**config.mk**
```make
export PLATFORM = sky130hd
export DESIGN_NAME = unordered_bag_swap_remove
export DESIGN_NICKNAME = d
export VERILOG_FILES = /design/src/design/ubsr_pkg.sv /design/src/design/unordered_bag_swap_remove.sv /design/src/design/ubsr_ram.sv /design/src/design/ubsr_seq.sv
export SDC_FILE = /design/constraint.sdc
export NUM_CORES = 1
export LEC_CHECK = 0
export BUFFER_PORTS_ARGS = -buffer_cell sky130_fd_sc_hd__buf_4
export CORE_ASPECT_RATIO = 0.8
export CORE_UTILIZATION = 55
export CTS_CLUSTER_DIAMETER = 150
export DETAILED_ROUTE_END_ITERATION = 7
export HOLD_SLACK_MARGIN = 0.03
export PLACE_DENSITY = 0.7
export SLEW_MARGIN = 20
export SYNTH_ARGS = -nofsm -noshare
export SYNTH_HDL_FRONTEND = slang
export SYNTH_SLANG_ARGS = --single-unit
```
**constraint.sdc**
```tcl
create_clock -name aclk -period 3.9 [get_ports aclk]
set_input_delay 0 -clock aclk [delete_from_list [all_inputs] [get_ports aclk]]
set_output_delay 0 -clock aclk [all_outputs]
set_load 0.01 [all_outputs]
```
**src/design/ubsr_pkg.sv**
```systemverilog
`timescale 1ns / 1ps
// ----------------------------------------------------------------------------
// ubsr_pkg
// Shared types and codes for the unordered bag with swap-remove.
// ----------------------------------------------------------------------------
package ubsr_pkg;

    localparam int MODE_W   = 3;
    localparam int VALUE_W  = 32;
    localparam int IDX_W    = 4;
    localparam int STATUS_W = 2;

    typedef enum logic [MODE_W-1:0] {
        MODE_ADD    = 3'd0,
        MODE_REMOVE = 3'd1,
        MODE_MEMBER = 3'd2,
        MODE_READ   = 3'd3,
        MODE_WRITE  = 3'd4
    } mode_t;

    typedef enum logic [STATUS_W-1:0] {
        ST_OK        = 2'd0,
        ST_NOT_FOUND = 2'd1,
        ST_FULL      = 2'd2,
        ST_RANGE     = 2'd3
    } status_t;

    typedef enum logic [2:0] {
        S_IDLE,
        S_SCAN,
        S_LAST,
        S_RDATA,
        S_DONE
    } seq_state_t;

    typedef struct packed {
        status_t            status;
        logic               found;
        logic [VALUE_W-1:0] read_value;
    } res_t;

endpackage

```
**src/design/unordered_bag_swap_remove.sv**
```systemverilog
`timescale 1ns / 1ps
// ----------------------------------------------------------------------------
// unordered_bag_swap_remove
// Fixed-capacity unordered bag of signed 32-bit values with swap-remove.
// ----------------------------------------------------------------------------
// Entries live in one RAM with a single read port, which is registered;
// every request gives exactly one result. Add, write and unused modes go
// straight to the done state, and read passes through a read-data state
// first. Member and remove search the entries in a scan state, reading
// one entry per cycle through the RAM read port; remove then fetches the
// last entry and writes it into the freed slot. The result sits in an output
// register, so a new request is taken while the previous result waits.
// Requests never overlap in the RAM, so no forwarding is needed.
module unordered_bag_swap_remove #(
    parameter int CAPACITY = 16,
    parameter int CNT_W    = $clog2(CAPACITY + 1)
) (
    input  logic                                aclk,
    input  logic                                aresetn,
    input  logic                                s_valid,
    output logic                                s_ready,
    input  logic [ubsr_pkg::MODE_W-1:0]         s_mode,
    input  logic signed [ubsr_pkg::VALUE_W-1:0] s_value,
    input  logic [ubsr_pkg::IDX_W-1:0]          s_slot_index,
    output logic                                m_valid,
    input  logic                                m_ready,
    output logic [ubsr_pkg::STATUS_W-1:0]       m_status,
    output logic                                m_found,
    output logic signed [ubsr_pkg::VALUE_W-1:0] m_read_value,
    output logic [CNT_W-1:0]                    m_entry_count,
    output logic                                m_is_empty,
    output logic                                m_is_full
);
    import ubsr_pkg::*;

    localparam int AW = (CAPACITY > 1) ? $clog2(CAPACITY) : 1;

    logic               done_valid;
    logic               done_ready;
    res_t               done_res;
    logic [CNT_W-1:0]   done_count;
    logic               mem_wr_en;
    logic [AW-1:0]      mem_wr_addr;
    logic [VALUE_W-1:0] mem_wr_data;
    logic               mem_rd_en;
    logic [AW-1:0]      mem_rd_addr;
    logic [VALUE_W-1:0] mem_rd_data;

    logic               m_valid_reg;
    res_t               res_reg;
    logic [CNT_W-1:0]   count_out_reg;

    ubsr_seq #(
        .CAPACITY (CAPACITY),
        .AW       (AW),
        .CNT_W    (CNT_W)
    ) u_seq (
        .aclk         (aclk),
        .aresetn      (aresetn),
        .s_valid      (s_valid),
        .s_ready      (s_ready),
        .s_mode       (s_mode),
        .s_value      (s_value),
        .s_slot_index (s_slot_index),
        .done_valid   (done_valid),
        .done_ready   (done_ready),
        .done_res     (done_res),
        .done_count   (done_count),
        .mem_wr_en    (mem_wr_en),
        .mem_wr_addr  (mem_wr_addr),
        .mem_wr_data  (mem_wr_data),
        .mem_rd_en    (mem_rd_en),
        .mem_rd_addr  (mem_rd_addr),
        .mem_rd_data  (mem_rd_data)
    );

    ubsr_ram #(
        .WIDTH (VALUE_W),
        .DEPTH (CAPACITY),
        .AW    (AW)
    ) u_entries (
        .aclk    (aclk),
        .wr_en   (mem_wr_en),
        .wr_addr (mem_wr_addr),
        .wr_data (mem_wr_data),
        .rd_en   (mem_rd_en),
        .rd_addr (mem_rd_addr),
        .rd_data (mem_rd_data)
    );

    // output register frees the sequencer as soon as the result is parked
    assign done_ready = !m_valid_reg || m_ready;

    always_ff @(posedge aclk) begin
        if (!aresetn) begin
            m_valid_reg <= 1'b0;
        end else if (done_ready) begin
            m_valid_reg <= done_valid;
        end
    end

    always_ff @(posedge aclk) begin
        if (done_valid && done_ready) begin
            res_reg       <= done_res;
            count_out_reg <= done_count;
        end
    end

    assign m_valid       = m_valid_reg;
    assign m_status      = res_reg.status;
    assign m_found       = res_reg.found;
    assign m_read_value  = res_reg.read_value;
    assign m_entry_count = count_out_reg;
    assign m_is_empty    = count_out_reg == '0;
    assign m_is_full     = count_out_reg == CNT_W'(CAPACITY);

    a_count_bound: assert property (@(posedge aclk) disable iff (!aresetn)
        m_valid |-> (m_entry_count <= CNT_W'(CAPACITY)))
        else $error("entry count above capacity");

    a_found_ok: assert property (@(posedge aclk) disable iff (!aresetn)
        (m_valid && m_found) |-> (m_status == ST_OK))
        else $error("found flag with error status");

    a_full_reject: assert property (@(posedge aclk) disable iff (!aresetn)
        (m_valid && m_status == ST_FULL) |-> m_is_full)
        else $error("add rejected while bag not full");

    a_one_at_a_time: assert property (@(posedge aclk) disable iff (!aresetn)
        (s_valid && s_ready) |=> !s_ready)
        else $error("second request taken while one is in progress");

endmodule

```
**src/design/ubsr_ram.sv**
```systemverilog
`timescale 1ns / 1ps
// ----------------------------------------------------------------------------
// ubsr_ram
// Generic simple dual-port RAM, one write and one registered read port.
// ----------------------------------------------------------------------------
module ubsr_ram #(
    parameter int WIDTH = 32,
    parameter int DEPTH = 16,
    parameter int AW    = (DEPTH > 1) ? $clog2(DEPTH) : 1
) (
    input  logic             aclk,
    input  logic             wr_en,
    input  logic [AW-1:0]    wr_addr,
    input  logic [WIDTH-1:0] wr_data,
    input  logic             rd_en,
    input  logic [AW-1:0]    rd_addr,
    output logic [WIDTH-1:0] rd_data
);

    logic [WIDTH-1:0] mem [DEPTH];

    always_ff @(posedge aclk) begin
        if (wr_en) begin
            mem[wr_addr] <= wr_data;
        end
        if (rd_en) begin
            rd_data <= mem[rd_addr];
        end
    end

endmodule

```
**src/design/ubsr_seq.sv**
```systemverilog
`timescale 1ns / 1ps
// ----------------------------------------------------------------------------
// ubsr_seq
// Request sequencer: holds the entry count, drives the entry memory and
// walks it one entry per cycle for remove and member requests.
// ----------------------------------------------------------------------------
module ubsr_seq #(
    parameter int CAPACITY = 16,
    parameter int AW       = (CAPACITY > 1) ? $clog2(CAPACITY) : 1,
    parameter int CNT_W    = $clog2(CAPACITY + 1)
) (
    input  logic                           aclk,
    input  logic                           aresetn,
    input  logic                           s_valid,
    output logic                           s_ready,
    input  logic [ubsr_pkg::MODE_W-1:0]    s_mode,
    input  logic [ubsr_pkg::VALUE_W-1:0]   s_value,
    input  logic [ubsr_pkg::IDX_W-1:0]     s_slot_index,
    output logic                           done_valid,
    input  logic                           done_ready,
    output ubsr_pkg::res_t                 done_res,
    output logic [CNT_W-1:0]               done_count,
    output logic                           mem_wr_en,
    output logic [AW-1:0]                  mem_wr_addr,
    output logic [ubsr_pkg::VALUE_W-1:0]   mem_wr_data,
    output logic                           mem_rd_en,
    output logic [AW-1:0]                  mem_rd_addr,
    input  logic [ubsr_pkg::VALUE_W-1:0]   mem_rd_data
);
    import ubsr_pkg::*;

    localparam int CMP_W = (CNT_W > IDX_W) ? CNT_W : IDX_W;

    seq_state_t         state_reg, state_next;
    logic [CNT_W-1:0]   count_reg, count_next;
    mode_t              mode_reg;
    logic [VALUE_W-1:0] value_reg;
    logic [AW-1:0]      ptr_reg;
    logic [AW-1:0]      pos_reg;
    status_t            status_reg;
    logic               found_reg;
    logic [VALUE_W-1:0] rdata_reg;

    logic               accept;
    mode_t              s_mode_e;
    logic               idx_ok;
    logic               not_full;
    logic               is_zero;
    logic               hit;
    logic [CNT_W-1:0]   ptr_inc;
    logic               ptr_more;
    logic [AW-1:0]      idx_addr;
    logic [AW-1:0]      last_addr;

    assign s_mode_e  = mode_t'(s_mode);
    assign accept    = s_valid && s_ready;
    assign idx_ok    = CMP_W'(s_slot_index) < CMP_W'(count_reg);
    assign not_full  = count_reg != CNT_W'(CAPACITY);
    assign is_zero   = count_reg == '0;
    assign hit       = mem_rd_data == value_reg;
    assign ptr_inc   = CNT_W'(ptr_reg) + CNT_W'(1);
    assign ptr_more  = ptr_inc < count_reg;
    assign idx_addr  = AW'(s_slot_index);
    assign last_addr = AW'(count_reg - CNT_W'(1));

    // next state
    always_comb begin
        state_next = state_reg;
        case (state_reg)
            S_IDLE: begin
                if (accept) begin
                    case (s_mode_e)
                        MODE_REMOVE, MODE_MEMBER: state_next = is_zero ? S_DONE : S_SCAN;
                        MODE_READ:                state_next = idx_ok ? S_RDATA : S_DONE;
                        default:                  state_next = S_DONE;
                    endcase
                end
            end
            S_SCAN: begin
                if (hit) begin
                    state_next = (mode_reg == MODE_REMOVE) ? S_LAST : S_DONE;
                end else if (!ptr_more) begin
                    state_next = S_DONE;
                end
            end
            S_LAST:  state_next = S_DONE;
            S_RDATA: state_next = S_DONE;
            S_DONE: begin
                if (done_ready) begin
                    state_next = S_IDLE;
                end
            end
            default: state_next = S_IDLE;
        endcase
    end

    // memory and handshake controls
    always_comb begin
        s_ready     = 1'b0;
        done_valid  = 1'b0;
        mem_wr_en   = 1'b0;
        mem_wr_addr = '0;
        mem_wr_data = s_value;
        mem_rd_en   = 1'b0;
        mem_rd_addr = '0;
        case (state_reg)
            S_IDLE: begin
                // no transfer while reset is held
                s_ready = aresetn;
                if (s_valid && aresetn) begin
                    case (s_mode_e)
                        MODE_ADD: begin
                            mem_wr_en   = not_full;
                            mem_wr_addr = AW'(count_reg);
                        end
                        MODE_WRITE: begin
                            mem_wr_en   = idx_ok;
                            mem_wr_addr = idx_addr;
                        end
                        MODE_READ: begin
                            mem_rd_en   = idx_ok;
                            mem_rd_addr = idx_addr;
                        end
                        MODE_REMOVE, MODE_MEMBER: begin
                            mem_rd_en = !is_zero;
                        end
                        default: ;
                    endcase
                end
            end
            S_SCAN: begin
                if (hit) begin
                    // on a remove hit, fetch the last entry to fill the hole
                    mem_rd_en   = mode_reg == MODE_REMOVE;
                    mem_rd_addr = last_addr;
                end else begin
                    mem_rd_en   = ptr_more;
                    mem_rd_addr = AW'(ptr_inc);
                end
            end
            S_LAST: begin
                mem_wr_en   = 1'b1;
                mem_wr_addr = pos_reg;
                mem_wr_data = mem_rd_data;
            end
            S_DONE:  done_valid = 1'b1;
            default: ;
        endcase
    end

    always_comb begin
        count_next = count_reg;
        if (accept && s_mode_e == MODE_ADD && not_full) begin
            count_next = count_reg + CNT_W'(1);
        end else if (state_reg == S_LAST) begin
            count_next = count_reg - CNT_W'(1);
        end
    end

    always_ff @(posedge aclk) begin
        if (!aresetn) begin
            state_reg <= S_IDLE;
            count_reg <= '0;
        end else begin
            state_reg <= state_next;
            count_reg <= count_next;
        end
    end

    always_ff @(posedge aclk) begin
        if (accept) begin
            mode_reg   <= s_mode_e;
            value_reg  <= s_value;
            ptr_reg    <= '0;
            found_reg  <= 1'b0;
            rdata_reg  <= '0;
            case (s_mode_e)
                MODE_ADD:                 status_reg <= not_full ? ST_OK : ST_FULL;
                MODE_REMOVE, MODE_MEMBER: status_reg <= is_zero ? ST_NOT_FOUND : ST_OK;
                MODE_READ, MODE_WRITE:    status_reg <= idx_ok ? ST_OK : ST_RANGE;
                default:                  status_reg <= ST_OK;
            endcase
        end else if (state_reg == S_SCAN) begin
            if (hit) begin
                found_reg <= 1'b1;
                pos_reg   <= ptr_reg;
            end else if (ptr_more) begin
                ptr_reg <= AW'(ptr_inc);
            end else begin
                status_reg <= ST_NOT_FOUND;
            end
        end else if (state_reg == S_RDATA) begin
            rdata_reg <= mem_rd_data;
        end
    end

    assign done_res.status     = status_reg;
    assign done_res.found      = found_reg;
    assign done_res.read_value = rdata_reg;
    assign done_count          = count_reg;

endmodule
```
==> results of run 1 <==
## cell families (layout without fill, tap and decap cells)
family	count (synthesis)	count (layout)	share of synthesized area, %
flip-flops	671	671	73.66
buffers and inverters	116	322	2.308
adder cells (fa/ha/maj)	11	11	0.5149
multiplexers	170	170	6.516
AO/OA/AOI/OAI	271	271	7.022
other	0	1	0
XOR/XNOR	41	41	1.343
AND/OR/NAND/NOR	528	528	8.632
## power groups by stage
stage	sequential [mW]	clock (mW)	combinational (mW)
after CTS	7.93	6.13	0.461
after global placement	8.09	0	0.413
final	7.93	6.07	0.462
after floorplan	8.09	0	0.237
after detailed placement	8.09	0	0.424
after global routing	7.93	6.39	0.497
## metrics by stage
| step | hold slack [ps] | power [mW] | utilization, % | cell area, um2 |
|---|---|---|---|---|
| after floorplan | 98.87 | 8.326 | - | 26730 |
| after global placement | 190.3 | 8.500 | 60.24 | 28580 |
| after detailed placement | 191.4 | 8.513 | 60.24 | 28580 |
| after CTS | 77.63 | 14.53 | 65.48 | 31060 |
| after global routing | 92.51 | 14.82 | 65.49 | 31070 |
| final | 101.2 | 14.47 | 65.49 | 31070 |
## synthesized netlist by cell type (4+ instances only)
library cell,instances
o211ai_1,32
and3_1,38
inv_1,10
buf_4,11
o21ai_0,7
buf_2,34
a21boi_0,4
a22o_1,31
a32oi_1,32
a21oi_1,104
a211o_1,34
nand2_1,334
o21a_1,5
dfxtp_1,46
nor2b_1,4
and2_1,4
nor2_1,38
nand2b_1,7
a22oi_1,4
nand4_1,5
nand3_1,66
ha_1,11
mux2_2,32
buf_1,6
xor2_1,35
nor3_1,6
clkbuf_1,42
nor4_1,10
xnor2_1,6
edfxtp_1,625
a21o_1,5
mux2i_1,138
buf_6,13
## metal layers
metal	vias to the layer above	wire [um]	track usage (%)	part of all wire, %
met3	104	5726	4.611	8.7
met1	8095	27570	37.60	42
met5	-	0	0	0
met4	0	1580	8.604	2.4
met2	764	30690	42.46	47
li1	7127	-	-	-
## timing repair
action                                 in CTS  in global routing
setup endpoints to repair                   0                  0
hold buffers                               41                  0
endpoints found under the hold margin     560                  0
## path summary, 6_finish.rpt
| path | startpoint | end | slack, ps |
|---|---|---|---|
| setup reg to reg | u_entries.rd_data[24]$_DFFE_PP_ | u_entries.rd_data[12]$_DFFE_PP_ | 180 |
| hold reg to reg | u_seq.status_reg[1]$_SDFFCE_PN0P_ | m_status[1]$_DFFE_PP_ | 420 |
| hold / removal | s_value[15] | u_seq.value_reg[15]$_DFFE_PP_ | 100 |
| setup / recovery | u_entries.rd_data[24]$_DFFE_PP_ | u_entries.rd_data[12]$_DFFE_PP_ | 180 |
## worst max-delay path, cell delays in order (launching register included)
cell and delay (ps):
edfxtp_1 500, xor2_1 240, nor4_1 490, buf_4 200, and4_1 340, nand3_1 110
o211ai_1 180, and2_4 400, buf_12 270, a21oi_1 70, a22o_1 220, o211ai_1 400
## cells in the final DEF, fill, tap and decap left out, types with 32 or more instances in the layout
| cell | synthesis | final |
|---|---|---|
| nand3_1 | 66 | 65 |
| a211o_1 | 34 | 34 |
| mux2_2 | 32 | 32 |
| clkbuf_16 | 0 | 66 |
| a21oi_1 | 104 | 103 |
| and3_1 | 38 | 36 |
| nand2_1 | 334 | 333 |
| a32oi_1 | 32 | 32 |
| o211ai_1 | 32 | 32 |
| dfxtp_1 | 46 | 46 |
| mux2i_1 | 138 | 138 |
| xor2_1 | 35 | 35 |
| buf_4 | 11 | 131 |
| dlygate4sd3_1 | 0 | 41 |
| edfxtp_1 | 625 | 625 |
## cell type report
cell class / count / area, um2
well taps: 620 / 775.7
repair buffers: 197 / 1894
flip-flops and latches: 671 / 19690
multi-input cells: 1021 / 6593
clock inverters: 35 / 280.3
fillers: 3282 / 16370
inverters: 10 / 37.54
diodes: 1 / 2.502
clock buffers: 80 / 1794
==> out/qor.csv, run 1 <==
metric,value,unit
#FFs+latches synth,671,
Synth-to-Final Area Change,16.23,%
total track usage,26.61,%
Placed Instances,2478,
PwrDens,465.7,nW/um2
Leak,11.00,nW
largest net degree at the start of global routing,74,
Die Y,199.2,um
GPL Wtd Cong,0.8605,
NumNets Final,2016,
WL final,65570,um
post-layout min period,3719,ps
Reg2Reg Depth,11,
final count of negative-setup-slack endpoints,0,
number of flops mapped to enable cells by yosys,625,
Antenna Nets Post-Route,0,
post-route setup TNS,0,ps
Starting Density,56.34,%
Slew @ Worst Pin,977.1,ps
peak supply drop,0.0004548,V
"Clk pin slew, worst setup/hold paths",70,ps
crit end category,register,
Synth area leaders,"edfxtp_1, mux2i_1, nand2_1, dfxtp_1, a21oi_1",
combinational share of power,3.2,%
IO Pins,87,
DRT Pass-1 Iters,5,
routed via count,16090,
share of cells above drive strength 1,16.09,%
Switching Fraction,20.31,%
status,"complete, no violations",
"Setup Fix Bufs, Post-CTS",0,
Vias/cell,6.106,
hpwl dp,37890,um
Num Clock Sinks,671,
unrepaired setup endpoints after global routing,false,
number of distinct library cells after synthesis,53,
Non-Filler Instances,2635,
post-synthesis sequential area ratio,73.66,%
Hold WC Path Type,in -> reg,
hold depth,2,
die area,49490,um2
First DRT Iteration DRCs,1600,
Worst slew margin,34.86,%
Int Power,11.53,mW
post-synth top area cell,edfxtp_1,
area share of the largest cell type after synthesis,70.22,%
Fmax achieved,0.2689,GHz
pre-CTS setup slack,289.0,ps
asr flop ratio synth,0,%
WL/cell,24.89,um
Critical Path Fanout Max,47,
initial antenna violation count,1,
CTS buffer count,61,
Setup CP Type,reg -> reg,
Clock Root Buffer,clkbuf_16,
Die W,248.5,um
clock share of power,42.0,%
Port Buffers,86,
vias in the first global route,15480,
syn nets,1862,
ys flop type,edfxtp_1,
H-tree depth reported by CTS,2,
switching power,2.938,mW
clk buf depth,3,
row count,71,
warning count from the yosys run,0,
Syn Inst Count,1808,
fin crit share,95.36,%
Mean Syn Cell Area,14.78,um2
maxcap violations,0,
PostCTS Resize Cnt,0,
CTS tree,done,
first-pass GRT wire length,96630,um
Reg with most FFs,u_entries.mem,
clk_lat worst skew,640,ps
Largest register FFs,512,
Std-Cell Core Area,47440,um2
Slew Limit Fails,0,
Sequential Power Share,54.8,%
Fin. Hold Viols,0,
final worst slack,181.0,ps
synthesized area,26730,um2
WP data required,4290,ps
skew final,24.03,ps
Worst EP arrival,4110,ps
# DRC,0,
Startpoint Class,register,
GRT overflow,0,
No activity file was read; power rests on OpenSTA's default activity.
==> run 2: changes to the inputs <==
--- a/config.mk
+++ b/config.mk
@@ -5,6 +5,7 @@
 export SDC_FILE = /design/constraint.sdc
 export NUM_CORES = 1
 export LEC_CHECK = 0
+export ABC_AREA = 1
 export BUFFER_PORTS_ARGS = -buffer_cell sky130_fd_sc_hd__buf_4
 export CORE_ASPECT_RATIO = 0.8
 export CORE_UTILIZATION = 55
==> run 2 against run 1 <==
- power up 3.9%
- first-iteration DRC count up 69%
- worst setup slack better by 360 ps
- clock-buffer cell count up 4
- sequential power up 0.6%
- global-route usage up 2.8 points
- design area up 9.4%
- largest cell class unchanged
==> out/qor.csv, run 2 <==
metric,value,unit
hpwl dp,44000,um
Hold Startpoint,s_slot_index[0],
H-tree depth reported by CTS,3,
"commonest non-fill, non-tap cells in the layout","edfxtp_1, nand3_1, nand2_1",
worst hold margin,95.49,ps
maxcap violations,0,
share of cells above drive strength 1,10.73,%
synthesized area,29430,um2
Slew Limit Fails,0,
WP data required,4240,ps
Worst slew margin,25.83,%
Fmax achieved,0.2975,GHz
Die Y,208.9,um
critical path's largest stage delay,500,ps
post-layout min period,3361,ps
WL final,78330,um
RR Endpoint,u_entries.rd_data[28]$_DFFE_PP_,
clk buf depth,3,
warning count from the yosys run,0,
Port Buffers,86,
number of distinct library cells after synthesis,37,
Starting Density,55.90,%
"Setup Fix Bufs, Post-CTS",0,
post-synthesis sequential area ratio,66.90,%
fin crit share,86.18,%
top-count cell post-synth,edfxtp_1,
critical-path cell list,xnor2_1 > nand2_1 > nor2_1 > nand2_1 > nor2_1 > nand3_1 > nand3_4 > buf_4 > nand3_1 > nand3_1 > nand3_1 > nand3_1 > nand2_1,
Mean Syn Cell Area,10.63,um2
#FFs+latches synth,671,
Hold WC Path Type,in -> reg,
crit end category,register,
"Clk pin slew, worst setup/hold paths",60,ps
"Slowest-stage cell, CP",xnor2_1,
Non-Filler Instances,3648,
largest net degree at the start of global routing,217,
routed via count,20560,
unrepaired setup endpoints after global routing,false,
Worst EP arrival,3710,ps
Hold Buf Count CTS,38,
number of flops mapped to enable cells by yosys,625,
First DRT Iteration DRCs,2701,
Setup CP Type,reg -> reg,
final count of negative-setup-slack endpoints,0,
GRT overflow,0,
Reg2Reg Depth,13,
die area,54440,um2
post-route setup TNS,0,ps
asr flop ratio synth,0,%
WL/cell,21.47,um
Final Util,64.57,%
peak supply drop,0.0006224,V
row count,75,
Fill cells,3959,
Pwr Total,15.04,mW
total track usage,29.36,%
PostCTS Resize Cnt,0,
Vias/cell,5.637,
skew final,26.98,ps
CTS tree,done,
IO Pins,87,
diode count,0,
final worst slack,538.9,ps
pre-CTS setup slack,643.9,ps
Leak,13.87,nW
CTS buffer count,66,
DRT Pass-1 Iters,5,
first-pass GRT wire length,119000,um
Slew @ Worst Pin,1113,ps
r2r startpoint,u_entries.rd_data[16]$_DFFE_PP_,
Clock Root Buffer,clkbuf_16,
Reg with most FFs,u_entries.mem,
Die W,260.6,um
most frequent CP cell,nand3_1,
Synth area leaders,"edfxtp_1, nand3_1, nand2_1, inv_1, nand3b_1",
Synth-to-Final Area Change,15.50,%
Largest register FFs,512,
syn nets,2823,
area share of the largest cell type after synthesis,63.78,%
# DRC,0,
NumNets Final,2961,
hold depth,7,
clk_lat worst skew,610,ps
Placed Instances,3493,
"commonest non-fill, non-tap cell in the layout",edfxtp_1,
Fin. Hold Viols,0,
Syn Inst Count,2769,
PwrDens,442.3,nW/um2
Antenna Nets Post-Route,0,
vias in the first global route,19740,
Buf/Inv on CP,1,
initial antenna violation count,0,
Critical Path Fanout Max,29,
Placed Area,31430,um2
Num Clock Sinks,671,
post-synth top area cell,edfxtp_1,
GPL Wtd Cong,0.9126,
Hold Path End,u_seq.state_reg[1]$_SDFFE_PN0P_,
fin area,33990,um2
status,"complete, no violations",
Std-Cell Core Area,52640,um2
flop2flop setup slack,540,ps
ys flop type,edfxtp_1,
family with the most delay on the worst path,simple AND/OR/NAND/NOR gates,
Startpoint Class,register,
commonest cells in the synthesized netlist,"edfxtp_1, nand3_1, nand2_1",
==> run 2: layout make-up <==
type | count | area [um2] | share of cell area [%]
sequential | 671 | 19690 | 57.93
timing repair buffer | 221 | 2087 | 6.140
inverter | 499 | 1876 | 5.518
tap | 693 | 867.1 | 2.551
multi-input combinational | 1448 | 7318 | 21.53
clock buffer | 84 | 1810 | 5.327
clock inverter | 32 | 342.8 | 1.009
==> run 2: how the worst max path moves through the flow <==
stage	from	end	slack (ps)	cells after the start
3_3_place_gp	u_entries.rd_data[16]$_DFFE_PP_	u_entries.rd_data[3]$_DFFE_PP_	660	13
3_5_place_dp	u_entries.rd_data[16]$_DFFE_PP_	u_entries.rd_data[3]$_DFFE_PP_	640	13
4_1_cts	u_entries.rd_data[16]$_DFFE_PP_	u_entries.rd_data[3]$_DFFE_PP_	610	13
2_1_floorplan	u_seq.state_reg[2]$_SDFFE_PN0P_	u_entries.mem[10][0]$_DFFE_PP_	210	13
5_1_grt	u_entries.rd_data[16]$_DFFE_PP_	u_entries.rd_data[9]$_DFFE_PP_	220	13
6_report	u_entries.rd_data[16]$_DFFE_PP_	u_entries.rd_data[28]$_DFFE_PP_	540	13
==> run 2: report_power, final <==
| part | internal (mW) | total [mW] | switching (mW) |
|---|---|---|---|
| clock | 3.75 | 6.41 | 2.66 |
| combinational | 0.227 | 0.646 | 0.419 |
| sequential | 7.95 | 7.98 | 0.0284 |
| total | 11.9 | 15.0 | 3.11 |
==> run 2: routing by layer <==
layer  share of wire (%)  global-route usage (%)  vias to the layer above
li1                    -                       -                     9520
met2                  47                   46.46                      991
met4                 3.4                   10.73                        0
met3                 8.8                   5.349                      150
met5                   0                       0                        -
met1                  41                   40.78                     9903
==> run 2: cell families after synthesis <==
logic type | count (synthesis) | synth area share [%]
simple gates | 1308 | 21.10
xor+xnor | 25 | 0.7440
flops | 671 | 66.90
buf+inv | 650 | 8.886
compound gates | 104 | 1.896
fa+ha+maj | 11 | 0.4677
==> run 2: worst reg2reg max path, cell delays in order, from the launching register on <==
cell and delay (ps):
edfxtp_1 420, xnor2_1 500, nand2_1 130, nor2_1 120, nand2_1 60, nor2_1 320
nand3_1 190, nand3_4 360, buf_4 410, nand3_1 130, nand3_1 130, nand3_1 110
nand3_1 110, nand2_1 110
==> run 3: changes to the inputs <==
==> constraint.sdc (replaced) <==
create_clock -name aclk -period 3.97 [get_ports aclk]
set_input_delay 0 -clock aclk [delete_from_list [all_inputs] [get_ports aclk]]
set_output_delay 0 -clock aclk [all_outputs]
set_load 0.01 [all_outputs]
==> run 3 against run 2 <==
- first-iteration DRC count increased by 3.5%
- sequential share of layout area increased by 0.28 points
- die area unchanged
- wire length about the same
- highest routed layer unchanged
==> out/qor.csv, run 3 (synthesis results as in run 2) <==
metric,value,unit
Std-Cell Core Area,52640,um2
Antenna Nets Post-Route,0,
Switching Fraction,20.99,%
Vias/cell,5.711,
clk_lat worst skew,640,ps
die area,54440,um2
Synth-to-Final Area Change,14.95,%
"Slowest-stage cell, CP",xnor2_1,
H-tree depth reported by CTS,2,
First DRT Iteration DRCs,2795,
critical-path cell list,xnor2_1 > nand2_1 > nor2_1 > nand2_1 > nor2_1 > nand3_1 > nand3_4 > buf_12 > buf_12 > nand3_1 > nand3_1 > nand3_1 > nand3_1 > nand2_1,
Multi-input gate area,7318,um2
# DRC,0,
Setup CP Type,reg -> reg,
Starting Density,55.90,%
worst hold margin,87.90,ps
Startpoint Class,register,
most frequent CP cell,nand3_1,
unrepaired setup endpoints after global routing,false,
Fin. Hold Viols,0,
CTS tree,done,
GRT overflow,0,
total track usage,29.13,%
clk buf depth,3,
GPL Wtd Cong,0.8943,
Slew Limit Fails,0,
diode count,0,
WL final,78260,um
combinational share of power,4.4,%
IO Pins,87,
Die W,260.6,um
Hold WC Path Type,in -> reg,
fin crit share,85.60,%
clock share of power,41.0,%
WL/cell,21.47,um
Largest register FFs,512,
crit end category,register,
maxcap violations,0,
Reg with most FFs,u_entries.mem,
peak supply drop,0.0003410,V
Slew @ Worst Pin,1076,ps
"Clk pin slew, worst setup/hold paths",70,ps
NumNets Final,2957,
family with the most delay on the worst path,simple AND/OR/NAND/NOR gates,
Worst EP arrival,3790,ps
Register Area,19690,um2
critical path's largest stage delay,530,ps
row count,75,
Sequential Power Share,54.6,%
Num Clock Sinks,671,
Buf/Inv on CP,2,
first-pass GRT wire length,118800,um
status,"complete, no violations",
Critical Path Fanout Max,46,
Fmax achieved,0.2943,GHz
largest net degree at the start of global routing,129,
"Setup Fix Bufs, Post-CTS",0,
WP data required,4360,ps
skew final,12.00,ps
PostCTS Resize Cnt,0,
final count of negative-setup-slack endpoints,0,
hpwl dp,44240,um
post-route setup TNS,0,ps
DRT Pass-1 Iters,6,
share of cells above drive strength 1,10.54,%
"commonest non-fill, non-tap cell in the layout",edfxtp_1,
Die Y,208.9,um
initial antenna violation count,0,
Worst slew margin,28.29,%
post-layout min period,3398,ps
routed via count,20820,
CTS buffer count,61,
vias in the first global route,20270,
Fill cells,3965,
Leak,13.82,nW
"commonest non-fill, non-tap cells in the layout","edfxtp_1, nand3_1, nand2_1",
switching power,3.014,mW
Int Power,11.35,mW
PwrDens,424.5,nW/um2
Port Buffers,86,
Clock Root Buffer,clkbuf_16,
[run 3: cell count changes in the layout (fill, tap and decap cells not counted), moves of 2 or more]
cell / delta
bufinv_16: -2
clkbuf_1: +2
inv_6: -3
clkbuf_8: -2
clkinvlp_4: -2
clkbuf_16: -4
clkinv_2: +4
[run 3: final cells by class]
type,instances,area share (%)
Clock inverter,32,0.8914
Tap cell,693,2.563
Multi-Input combinational cell,1448,21.63
Inverter,499,5.544
Sequential cell,671,58.20
Timing Repair Buffer,222,6.169
Clock buffer,80,4.997
[run 3: worst register-to-register path, cell delays in order, from the launching register on]
cell	delay, ps
edfxtp_1	430
xnor2_1	530
nand2_1	120
nor2_1	120
nand2_1	60
nor2_1	320
nand3_1	200
nand3_4	310
buf_12	240
buf_12	310
nand3_1	130
nand3_1	120
nand3_1	90
nand3_1	100
nand2_1	80
[run 3: worst paths after layout]
check	startpoint	slack, ps	to	cells after the start
hold / removal	s_slot_index[0]	90	u_seq.state_reg[1]$_SDFFE_PN0P_	7
hold reg to reg	u_seq.status_reg[0]$_SDFFCE_PN1P_	420	m_status[0]$_DFFE_PP_	0
setup / recovery	u_entries.rd_data[16]$_DFFE_PP_	570	u_entries.rd_data[16]$_DFFE_PP_	14
setup reg to reg	u_entries.rd_data[16]$_DFFE_PP_	570	u_entries.rd_data[16]$_DFFE_PP_	14
[run 3: timing repair]
item,CTS,global route
hold buffers,38,0
setup endpoints to repair,0,0
hold endpoints to repair,554,0
[run 3: per-layer routing]
metal	wire length, um	track usage [%]	vias to the layer above
met5	0	0	-
met4	2967	12.46	0
met3	7439	4.343	171
met2	36760	45.78	1110
met1	31100	40.64	10020
li1	-	-	9515
[run 3: power groups by stage]
stage	registers [mW]	logic [mW]	clock network (mW)
2_1_floorplan	8.00	0.298	0
5_1_grt	7.84	0.682	6.19
6_report	7.84	0.630	5.89
4_1_cts	7.84	0.620	5.96
3_3_place_gp	7.99	0.573	0
3_5_place_dp	7.99	0.586	0
[run 3: metrics by stage]
step                      cells  setup slack (ps)  utilization, %  power [mW]  instance area (um2)
after floorplan            2769             279.7               -       8.303                29430
after global placement     3494             806.9           59.71       8.561                31440
after detailed placement   3494             722.5           59.71       8.577                31440
after CTS                  3644             665.3           64.22       14.42                33810
after global routing       3645             440.4           64.26       14.72                33830
final                      3645             571.8           64.26       14.36                33830
